$ cat src/hdl/b2v_pkg.sv
// ----------------------------------------------------------------------------
// b2v_pkg
// Shared constants, codes and control types for the buffer-to-view converter.
// ----------------------------------------------------------------------------
`default_nettype none

package b2v_pkg;

  localparam int MAX_DIMS = 8;
  localparam int DIM_W    = $clog2(MAX_DIMS);
  localparam int CNT_W    = $clog2(MAX_DIMS + 1);
  localparam int IDX_W    = 32;
  localparam int VIEW_W   = IDX_W - 1;
  localparam int EXT_W    = 16;
  localparam int ADDR_W   = 4;

  localparam logic [VIEW_W-1:0] COUNT_LIMIT = {VIEW_W{1'b1}};

  localparam logic ACT_LOAD    = 1'b0;
  localparam logic ACT_CONVERT = 1'b1;

  localparam logic [1:0] MODE_ERROR = 2'd0;
  localparam logic [1:0] MODE_CLAMP = 2'd1;
  localparam logic [1:0] MODE_WRAP  = 2'd2;

  localparam logic [1:0] REG_NUM_DIMS    = 2'd0;
  localparam logic [1:0] REG_MAJOR_ORDER = 2'd1;
  localparam logic [1:0] REG_INDEX_MODE  = 2'd2;

  typedef struct packed {
    logic load_wr;
    logic conv_start;
    logic cnt_step;
    logic check;
    logic div_start;
    logic div_wrap;
    logic wrap_fix;
    logic dim_skip;
    logic dim_take;
    logic dim_acc;
    logic out_load;
  } b2v_cmd_t;

  typedef struct packed {
    logic dims_done;
    logic fail;
    logic wrap;
    logic stride_zero;
    logic div_done;
  } b2v_sts_t;

endpackage

`default_nettype wire

$ cat src/hdl/b2v_div.sv
// ----------------------------------------------------------------------------
// b2v_div
// Restoring unsigned divider, one quotient bit per cycle.
// ----------------------------------------------------------------------------
`default_nettype none

module b2v_div
  import b2v_pkg::*;
(
  input  wire logic             clk,
  input  wire logic             rst,
  input  wire logic             start,
  input  wire logic [IDX_W-1:0] dividend,
  input  wire logic [IDX_W-1:0] divisor,
  output logic                  done,
  output logic [IDX_W-1:0]      quot,
  output logic [IDX_W-1:0]      rem
);

  localparam int STEP_W = $clog2(IDX_W);

  logic              busy;
  logic [STEP_W-1:0] step;
  logic [IDX_W-1:0]  dvs;
  logic [IDX_W:0]    trial;
  logic              fits;

  assign trial = {rem, quot[IDX_W-1]};
  assign fits  = trial >= {1'b0, dvs};

  always_ff @(posedge clk) begin
    if (rst) begin
      busy <= 1'b0;
      done <= 1'b0;
      step <= '0;
    end else if (start) begin
      busy <= 1'b1;
      done <= 1'b0;
      step <= '0;
      quot <= dividend;
      rem  <= '0;
      dvs  <= divisor;
    end else if (busy) begin
      if (fits) begin
        rem  <= IDX_W'(trial - {1'b0, dvs});
        quot <= {quot[IDX_W-2:0], 1'b1};
      end else begin
        rem  <= trial[IDX_W-1:0];
        quot <= {quot[IDX_W-2:0], 1'b0};
      end
      step <= step + 1'b1;
      if (step == STEP_W'(IDX_W - 1)) begin
        busy <= 1'b0;
        done <= 1'b1;
      end
    end else begin
      done <= 1'b0;
    end
  end

endmodule

`default_nettype wire

$ cat src/hdl/b2v_dpath.sv
// ----------------------------------------------------------------------------
// b2v_dpath
// Dimension tables, element count, index check and digit accumulation.
// ----------------------------------------------------------------------------
`default_nettype none

module b2v_dpath
  import b2v_pkg::*;
(
  input  wire logic              clk,
  input  wire logic              rst,
  input  wire b2v_cmd_t          cmd,
  output b2v_sts_t               sts,
  input  wire logic [3:0]        num_dims,
  input  wire logic              major_order,
  input  wire logic [1:0]        index_mode,
  input  wire logic [DIM_W-1:0]  dim_select,
  input  wire logic [EXT_W-1:0]  extent,
  input  wire logic [IDX_W-1:0]  stride,
  input  wire logic [IDX_W-1:0]  buffer_index,
  output logic [VIEW_W-1:0]      view_index,
  output logic                   status
);

  logic [EXT_W-1:0]  ext_mem [MAX_DIMS];
  logic [IDX_W-1:0]  str_mem [MAX_DIMS];

  logic [IDX_W-1:0]  bidx;
  logic [VIEW_W-1:0] count;
  logic [CNT_W-1:0]  dcnt;
  logic [VIEW_W-1:0] idx;
  logic [VIEW_W-1:0] sum;
  logic [VIEW_W-1:0] k;
  logic [VIEW_W-1:0] mag;
  logic              err;

  logic [CNT_W-1:0]         dims;
  logic [CNT_W-1:0]         pos;
  logic [DIM_W-1:0]         raddr;
  logic [EXT_W-1:0]         ext;
  logic [IDX_W-1:0]         s;
  logic [IDX_W-1:0]         sabs;
  logic [IDX_W-1:0]         babs;
  logic [VIEW_W+EXT_W-1:0]  prod_cnt;
  logic [VIEW_W-1:0]        count_sat;
  logic                     oor;
  logic                     len_zero;
  logic                     clamp;
  logic                     wrap;
  logic [IDX_W-1:0]         dvd;
  logic [IDX_W-1:0]         dvs;
  logic                     div_done;
  logic [IDX_W-1:0]         div_quot;
  logic [IDX_W-1:0]         div_rem;
  logic [VIEW_W-1:0]        r;
  logic [IDX_W-1:0]         kfull;
  logic [2*VIEW_W-1:0]      prod_dim;

  assign dims  = (num_dims > CNT_W'(MAX_DIMS)) ? CNT_W'(MAX_DIMS) : CNT_W'(num_dims);
  assign pos   = major_order ? CNT_W'(dims - dcnt - 1'b1) : dcnt;
  assign raddr = cmd.cnt_step ? dcnt[DIM_W-1:0] : pos[DIM_W-1:0];
  assign ext   = ext_mem[raddr];
  assign s     = str_mem[raddr];
  assign sabs  = s[IDX_W-1] ? IDX_W'(-s) : s;
  assign babs  = bidx[IDX_W-1] ? IDX_W'(-bidx) : bidx;

  assign prod_cnt  = count * ext;
  assign count_sat = (prod_cnt[VIEW_W+EXT_W-1:VIEW_W] != '0) ? COUNT_LIMIT
                                                              : prod_cnt[VIEW_W-1:0];

  assign len_zero = count == '0;
  assign oor      = bidx[IDX_W-1] || (bidx[VIEW_W-1:0] >= count);
  assign clamp    = index_mode == MODE_CLAMP;
  assign wrap     = index_mode == MODE_WRAP;

  assign dvd = cmd.div_wrap ? babs : {1'b0, idx};
  assign dvs = cmd.div_wrap ? {1'b0, count} : sabs;

  assign r        = div_rem[VIEW_W-1:0];
  assign kfull    = s[IDX_W-1] ? IDX_W'({{(IDX_W-EXT_W){1'b0}}, ext} - 1'b1 - div_quot)
                               : div_quot;
  assign prod_dim = k * mag;

  b2v_div u_div (
    .clk      (clk),
    .rst      (rst),
    .start    (cmd.div_start),
    .dividend (dvd),
    .divisor  (dvs),
    .done     (div_done),
    .quot     (div_quot),
    .rem      (div_rem)
  );

  always_comb begin
    sts.dims_done   = dcnt == dims;
    sts.fail        = len_zero || (!clamp && !wrap && oor);
    sts.wrap        = wrap;
    sts.stride_zero = s == '0;
    sts.div_done    = div_done;
  end

  always_ff @(posedge clk) begin
    if (cmd.load_wr) begin
      ext_mem[dim_select] <= extent;
      str_mem[dim_select] <= stride;
    end
  end

  always_ff @(posedge clk) begin
    if (cmd.conv_start) begin
      bidx  <= buffer_index;
      count <= VIEW_W'(1);
      dcnt  <= '0;
    end
    if (cmd.cnt_step) begin
      count <= count_sat;
      dcnt  <= dcnt + 1'b1;
    end
    if (cmd.check) begin
      err  <= sts.fail;
      dcnt <= '0;
      sum  <= '0;
      if (clamp && bidx[IDX_W-1]) begin
        idx <= '0;
      end else if (clamp && oor) begin
        idx <= count - 1'b1;
      end else begin
        idx <= bidx[VIEW_W-1:0];
      end
    end
    if (cmd.wrap_fix) begin
      idx <= (bidx[IDX_W-1] && r != '0) ? count - r : r;
    end
    if (cmd.dim_skip) begin
      dcnt <= dcnt + 1'b1;
    end
    if (cmd.dim_take) begin
      idx <= r;
      k   <= kfull[VIEW_W-1:0];
      mag <= sabs[VIEW_W-1:0];
    end
    if (cmd.dim_acc) begin
      sum  <= sum + prod_dim[VIEW_W-1:0];
      dcnt <= dcnt + 1'b1;
    end
    if (cmd.out_load) begin
      view_index <= err ? '0 : sum;
      status     <= err;
    end
  end

endmodule

`default_nettype wire

$ cat src/hdl/b2v_ctrl.sv
// ----------------------------------------------------------------------------
// b2v_ctrl
// Sequencer for load and convert transactions and the result handshake.
// ----------------------------------------------------------------------------
`default_nettype none

module b2v_ctrl
  import b2v_pkg::*;
(
  input  wire logic     clk,
  input  wire logic     rst,
  input  wire logic     in_valid,
  input  wire logic     action,
  output logic          in_ready,
  output logic          out_valid,
  input  wire logic     out_ready,
  output b2v_cmd_t      cmd,
  input  wire b2v_sts_t sts
);

  typedef enum logic [2:0] {
    S_IDLE, S_COUNT, S_CHECK, S_WRAP, S_DIM, S_DDIV, S_ACC, S_DONE
  } state_t;

  state_t state;
  logic   out_free;

  assign in_ready = state == S_IDLE;
  assign out_free = !out_valid || out_ready;

  always_comb begin
    cmd = '0;
    case (state)
      S_IDLE: begin
        cmd.load_wr    = in_valid && action == ACT_LOAD;
        cmd.conv_start = in_valid && action == ACT_CONVERT;
      end
      S_COUNT: cmd.cnt_step = !sts.dims_done;
      S_CHECK: begin
        cmd.check     = 1'b1;
        cmd.div_start = !sts.fail && sts.wrap;
        cmd.div_wrap  = 1'b1;
      end
      S_WRAP: cmd.wrap_fix = sts.div_done;
      S_DIM: begin
        cmd.dim_skip  = !sts.dims_done && sts.stride_zero;
        cmd.div_start = !sts.dims_done && !sts.stride_zero;
      end
      S_DDIV: cmd.dim_take = sts.div_done;
      S_ACC: cmd.dim_acc = 1'b1;
      S_DONE: cmd.out_load = out_free;
      default: cmd = '0;
    endcase
  end

  always_ff @(posedge clk) begin
    if (rst) begin
      state     <= S_IDLE;
      out_valid <= 1'b0;
    end else begin
      if (state == S_DONE && out_free) begin
        out_valid <= 1'b1;
      end else if (out_valid && out_ready) begin
        out_valid <= 1'b0;
      end
      case (state)
        S_IDLE: if (cmd.conv_start) begin
          state <= S_COUNT;
        end
        S_COUNT: if (sts.dims_done) begin
          state <= S_CHECK;
        end
        S_CHECK: begin
          if (sts.fail) begin
            state <= S_DONE;
          end else if (sts.wrap) begin
            state <= S_WRAP;
          end else begin
            state <= S_DIM;
          end
        end
        S_WRAP: if (sts.div_done) begin
          state <= S_DIM;
        end
        S_DIM: begin
          if (sts.dims_done) begin
            state <= S_DONE;
          end else if (!sts.stride_zero) begin
            state <= S_DDIV;
          end
        end
        S_DDIV: if (sts.div_done) begin
          state <= S_ACC;
        end
        S_ACC: state <= S_DIM;
        S_DONE: if (out_free) begin
          state <= S_IDLE;
        end
        default: state <= S_IDLE;
      endcase
    end
  end

endmodule

`default_nettype wire

$ cat src/hdl/buffer_to_view_index.sv
// ----------------------------------------------------------------------------
// buffer_to_view_index
// Converts a signed buffer index of a strided array into its dense view index.
// ----------------------------------------------------------------------------
// Input channel (in_valid/in_ready): one transaction per item. A load
// transaction (action 0) writes extent and stride of dim_select in the cycle
// it is taken and produces no result. A convert transaction (action 1)
// produces one result on the output channel (out_valid/out_ready).
// Convert steps from acceptance to out_valid: a count step per dimension in
// use, the index check, a division in wrap mode, then per dimension a division
// and accumulate step for a non-zero stride or a skip for a zero stride.
// One transaction is processed at a time; in_ready is high only when idle.
// The result sits in an output register, so a new transaction is taken while
// it waits; a finished convert holds until that register is free.
// Reset (rst, synchronous) clears the handshake state and sets num_dims to 1,
// major_order and index_mode to 0. Tables are undefined until loaded.
// Registers via APB at 0x0 num_dims, 0x4 major_order, 0x8 index_mode.
// ----------------------------------------------------------------------------
`default_nettype none

module buffer_to_view_index
  import b2v_pkg::*;
(
  input  wire logic                     clk,
  input  wire logic                     rst,
  input  wire logic                     psel,
  input  wire logic                     penable,
  input  wire logic                     pwrite,
  input  wire logic [ADDR_W-1:0]        paddr,
  input  wire logic [31:0]              pwdata,
  output logic [31:0]                   prdata,
  output logic                          pready,
  input  wire logic                     in_valid,
  output logic                          in_ready,
  input  wire logic                     action,
  input  wire logic [DIM_W-1:0]         dim_select,
  input  wire logic [EXT_W-1:0]         extent,
  input  wire logic signed [IDX_W-1:0]  stride,
  input  wire logic signed [IDX_W-1:0]  buffer_index,
  output logic                          out_valid,
  input  wire logic                     out_ready,
  output logic [VIEW_W-1:0]             view_index,
  output logic                          status
);

  logic [3:0] num_dims;
  logic       major_order;
  logic [1:0] index_mode;
  b2v_cmd_t   cmd;
  b2v_sts_t   sts;

  assign pready = 1'b1;

  always_ff @(posedge clk) begin
    if (rst) begin
      num_dims    <= 4'd1;
      major_order <= 1'b0;
      index_mode  <= MODE_ERROR;
    end else if (psel && penable && pwrite) begin
      case (paddr[3:2])
        REG_NUM_DIMS:    num_dims    <= pwdata[3:0];
        REG_MAJOR_ORDER: major_order <= pwdata[0];
        REG_INDEX_MODE:  index_mode  <= pwdata[1:0];
        default: ;
      endcase
    end
  end

  always_comb begin
    case (paddr[3:2])
      REG_NUM_DIMS:    prdata = {28'd0, num_dims};
      REG_MAJOR_ORDER: prdata = {31'd0, major_order};
      REG_INDEX_MODE:  prdata = {30'd0, index_mode};
      default:         prdata = '0;
    endcase
  end

  b2v_ctrl u_ctrl (
    .clk       (clk),
    .rst       (rst),
    .in_valid  (in_valid),
    .action    (action),
    .in_ready  (in_ready),
    .out_valid (out_valid),
    .out_ready (out_ready),
    .cmd       (cmd),
    .sts       (sts)
  );

  b2v_dpath u_dpath (
    .clk          (clk),
    .rst          (rst),
    .cmd          (cmd),
    .sts          (sts),
    .num_dims     (num_dims),
    .major_order  (major_order),
    .index_mode   (index_mode),
    .dim_select   (dim_select),
    .extent       (extent),
    .stride       (stride),
    .buffer_index (buffer_index),
    .view_index   (view_index),
    .status       (status)
  );

endmodule

`default_nettype wire

$ cat config.mk
export PLATFORM = sky130hd
export DESIGN_NAME = buffer_to_view_index
export DESIGN_NICKNAME = d
export VERILOG_FILES = /design/src/hdl/b2v_pkg.sv /design/src/hdl/b2v_div.sv /design/src/hdl/b2v_dpath.sv /design/src/hdl/b2v_ctrl.sv /design/src/hdl/buffer_to_view_index.sv
export SDC_FILE = /design/constraint.sdc
export NUM_CORES = 2
export LEC_CHECK = 0
export BUFFER_PORTS_ARGS = -buffer_cell sky130_fd_sc_hd__buf_2
export CORE_MARGIN = 2
export CORE_UTILIZATION = 60
export CTS_CLUSTER_SIZE = 28
export DETAILED_ROUTE_END_ITERATION = 6
export GPL_TIMING_DRIVEN = 0
export PLACE_DENSITY_LB_ADDON = 0.3
export SETUP_SLACK_MARGIN = 0.02
export SLEW_MARGIN = 10
export SYNTH_ARGS = -nofsm -noshare
export SYNTH_HDL_FRONTEND = slang
export SYNTH_SLANG_ARGS = --single-unit
$ cat constraint.sdc
create_clock -name clk -period 13.5 [get_ports clk]
set_clock_uncertainty 0.05 [all_clocks]
set_input_delay 1.35 -clock clk [delete_from_list [all_inputs] [get_ports clk]]
set_output_delay 1.35 -clock clk [all_outputs]
set_load 0.02 [all_outputs]
==> results.py <==
metrics = {
    "global_routing": {
        "grt_max_degree": 53,
        "grt-ovfl-total": 0,
        "antenna_found_initial": 19,
        "grt_pass1_vias": 58366,
        "grt.total_usage": 0.404,
        "grt_pass1_wl_um": 366000,
    },
    "yosys": {
        "synth_top_area_share": 0.291,
        "synth_top_area_cell": "edfxtp_1",
        "ys_ff_latch": 722,
        "yosysMostFrequentCell": "inv_1",
        "synth_top_flop_cell": "edfxtp_1",
        "synth_cell_types": 93,
        "synth_async_sr_flop_share": 0,
        "synthCells": 7375,
        "synth_warnings": 0,
        "synthTopCellsByCount": "1124 x inv_1, 856 x nand2_1, 816 x fa_1",
        "ys_seq_area_frac": 0.296,
        "yosys-top-cells-area": "edfxtp_1 29%, fa_1 23%, ha_1 6.5%, inv_1 5.8%, nand2_1 4.4%",
        "synth_area_um2": 72500,
        "syn_area_per_cell_um2": 9.84,
        "synth_edf_count": 704,
    },
    "drt": {
        "post-route-drc-count": 3,
        "vias": 59345,
        "routed_via_density": 6.34,
        "wl_per_cell_um": 26.5,
        "totalWireLength_um": 248000,
        "antenna_left": 0,
        "drt-pass1-iter-count": 7,
        "drt_iter0_drc": 8441,
    },
    "sta": {
        "final-hold-violation-count": 0,
        "clock.fmax_mhz": 75.2,
        "drv_slew": 0,
        "period_minus_slack_ps": 13300,
        "setup_viol_count_final": 0,
        "slew_headroom": 0.0615,
        "rsz0062_at_grt": "false",
        "tightest_slew_ps": 1400,
        "fin_crit_sh": 0.985,
    },
    "clocking": {
        "clockBufferDepth": 3,
        "cts.clk_slew.worst_paths_ps": 60,
        "htreeDepth": 3,
        "postCtsHoldBufs": 0,
        "cts_buffers": 83,
        "cts-root-buf": "clkbuf_16",
        "clock-sinks": 722,
        "tritoncts": "done",
        "post_cts_buffers": 0,
        "insertion_delay_ps": 740,
    },
    "critical_path": {
        "r2r_start": "num_dims[3]",
        "critical_path_buf_inv_count": 8,
        "required_ps": 13890,
        "crit_cells": 35,
        "crit_start": "num_dims[3]",
        "crit_family": "adder cells",
        "crit_path_frequent_cell": "fa_1",
        "rrSetupSlack_ps": 200,
        "critical_path_class": "reg2reg",
        "slowest_delay_ps": 680,
        "critPathCaptureType": "flop",
        "crit_arrival_ps": 13690,
        "rr_endpoint": "u_dpath.count[20]",
        "cp_slowest_cell": "nand4_1",
        "crit_path_end": "u_dpath.count[20]",
        "crit_fanout": 10,
        "crit_path_start_kind": "flop",
        "reg2regPathDepth": 35,
    },
    "die": {
        "die_w_um": 352,
        "rows": 127,
        "die_height_um": 352,
        "core-area_um2": 120000,
        "dieArea_um2": 124000,
        "initial_utilization": 0.605,
        "ios": 194,
    },
    "status": {
        "violations": "design-rule violations",
        "outcome": "finished, violations left",
    },
    "hold_path": {
        "hold_path_class": "reg2reg",
        "min-delay-start": "num_dims[0]",
    },
    "run": {
        "drv_cap": 0,
    },
    "placement": {
        "dp.cells": 9184,
        "port_buffers": 134,
        "place_congestion": 1.04,
        "dp_hpwl_um": 195000,
    },
    "finish": {
        "drive_gt1_frac": 0.0815,
        "stdcell_count": 9355,
        "num-nets-final": 8971,
        "postLayoutCoreUtil": 0.659,
        "area_growth_syn_to_layout_pct": 9.04,
    },
}
## through the flow
step | TNS (ps) | worst slack [ps] | hold WS [ps] | area [um2]
floorplan | 0 | 2950 | 400 | 72600
global placement | -24850 | -1050 | 440 | 75300
detailed placement | -24150 | -1050 | 446 | 76000
CTS | 0 | 27.4 | 457 | 78900
global route | 0 | 16.6 | 482 | 79100
finish | 0 | 201 | 453 | 79100
## how the worst min path moves through the flow
stage	to	slack [ps]	cells past startpoint
final	num_dims[0]	450	1
after global routing	num_dims[0]	480	1
after CTS	num_dims[0]	460	1
after detailed placement	num_dims[0]	450	1
after global placement	num_dims[0]	440	1
after floorplan	num_dims[0]	400	1
## layout by cell type, fill, tap and decap left out, types with 35 or more instances in the layout
| cell | netlist | final |
|---|---|---|
| a211oi_1 | 41 | 40 |
| a21o_1 | 85 | 85 |
| a21oi_1 | 311 | 310 |
| a221oi_1 | 70 | 68 |
| a31oi_1 | 75 | 60 |
| and2_1 | 162 | 161 |
| buf_1 | 47 | 37 |
| buf_2 | 41 | 178 |
| buf_4 | 31 | 44 |
| clkbuf_1 | 343 | 335 |
| clkbuf_16 | 0 | 85 |
| edfxtp_1 | 704 | 704 |
| fa_1 | 816 | 816 |
| ha_1 | 376 | 376 |
| inv_1 | 1124 | 1123 |
| mux2_2 | 132 | 132 |
| mux2i_1 | 255 | 254 |
| nand2_1 | 856 | 854 |
| nand2b_1 | 41 | 40 |
| nand3_1 | 99 | 99 |
| nand4_1 | 43 | 43 |
| nor2_1 | 455 | 448 |
| nor2b_1 | 45 | 43 |
| nor3_1 | 153 | 150 |
| o21ai_0 | 204 | 203 |
| o22ai_1 | 35 | 35 |
| xnor2_1 | 180 | 180 |
| xor2_1 | 109 | 109 |
## final cells by class
cell class | instances | area [um2]
fillers | 9590 | 40900
inverters | 1138 | 4270
diodes | 22 | 55.1
clock buffers | 98 | 2190
well taps | 1612 | 2020
repair buffers | 170 | 1270
multi-input cells | 5075 | 45200
plain buffers | 462 | 1990
flip-flops and latches | 722 | 21500
clock inverters | 56 | 623
## timing repair
action / in CTS / in global routing
pin swaps: 0 / 1
endpoints found under the setup margin: 31 / 31
endpoints found under the hold margin: 0 / 0
resized for setup: 18 / 54
## per-layer routing
layer  global-route usage  vias up  wire [um]
met2                0.588     4022     106000
met3                0.137      706      36100
met1                0.540    29311      91900
li1                     -    25296          -
met5                    0        -         65
met4                0.203       10      13800
## kinds of logic (layout without fill, tap and decap cells)
logic type	Yosys count	after routing	share of synthesized area
muxes	405	405	0.0610
xor gates and xnor gates	289	289	0.0349
adders and majority gates	1192	1192	0.290
and+or+nand+nor	2007	2007	0.126
AOI/OAI and AO/OA	1153	1153	0.106
DFF	722	722	0.296
other	2	51	0.000104
buffers and inverters	1605	1924	0.0859
## state kept, by name, indices dropped and copies added, names as in the netlist, 2 cells and up
signal and flops:
u_dpath.u_div.quot 32, u_dpath.str_mem 256, u_dpath.view_index 31, u_dpath.bidx 32, u_dpath.u_div.dvs 32, index_mode 2
u_dpath.dcnt 4, u_dpath.ext_mem 128, u_dpath.count 31, u_dpath.u_div.rem 32, u_dpath.k 31, u_dpath.u_div.step 5
num_dims 4, u_dpath.mag 31, u_dpath.sum 31, u_ctrl.state 3, u_dpath.idx 31
Power is left out: the tool's default activity adds up to more than one toggle a clock period on the data nets, which glitch-free logic cannot reach.
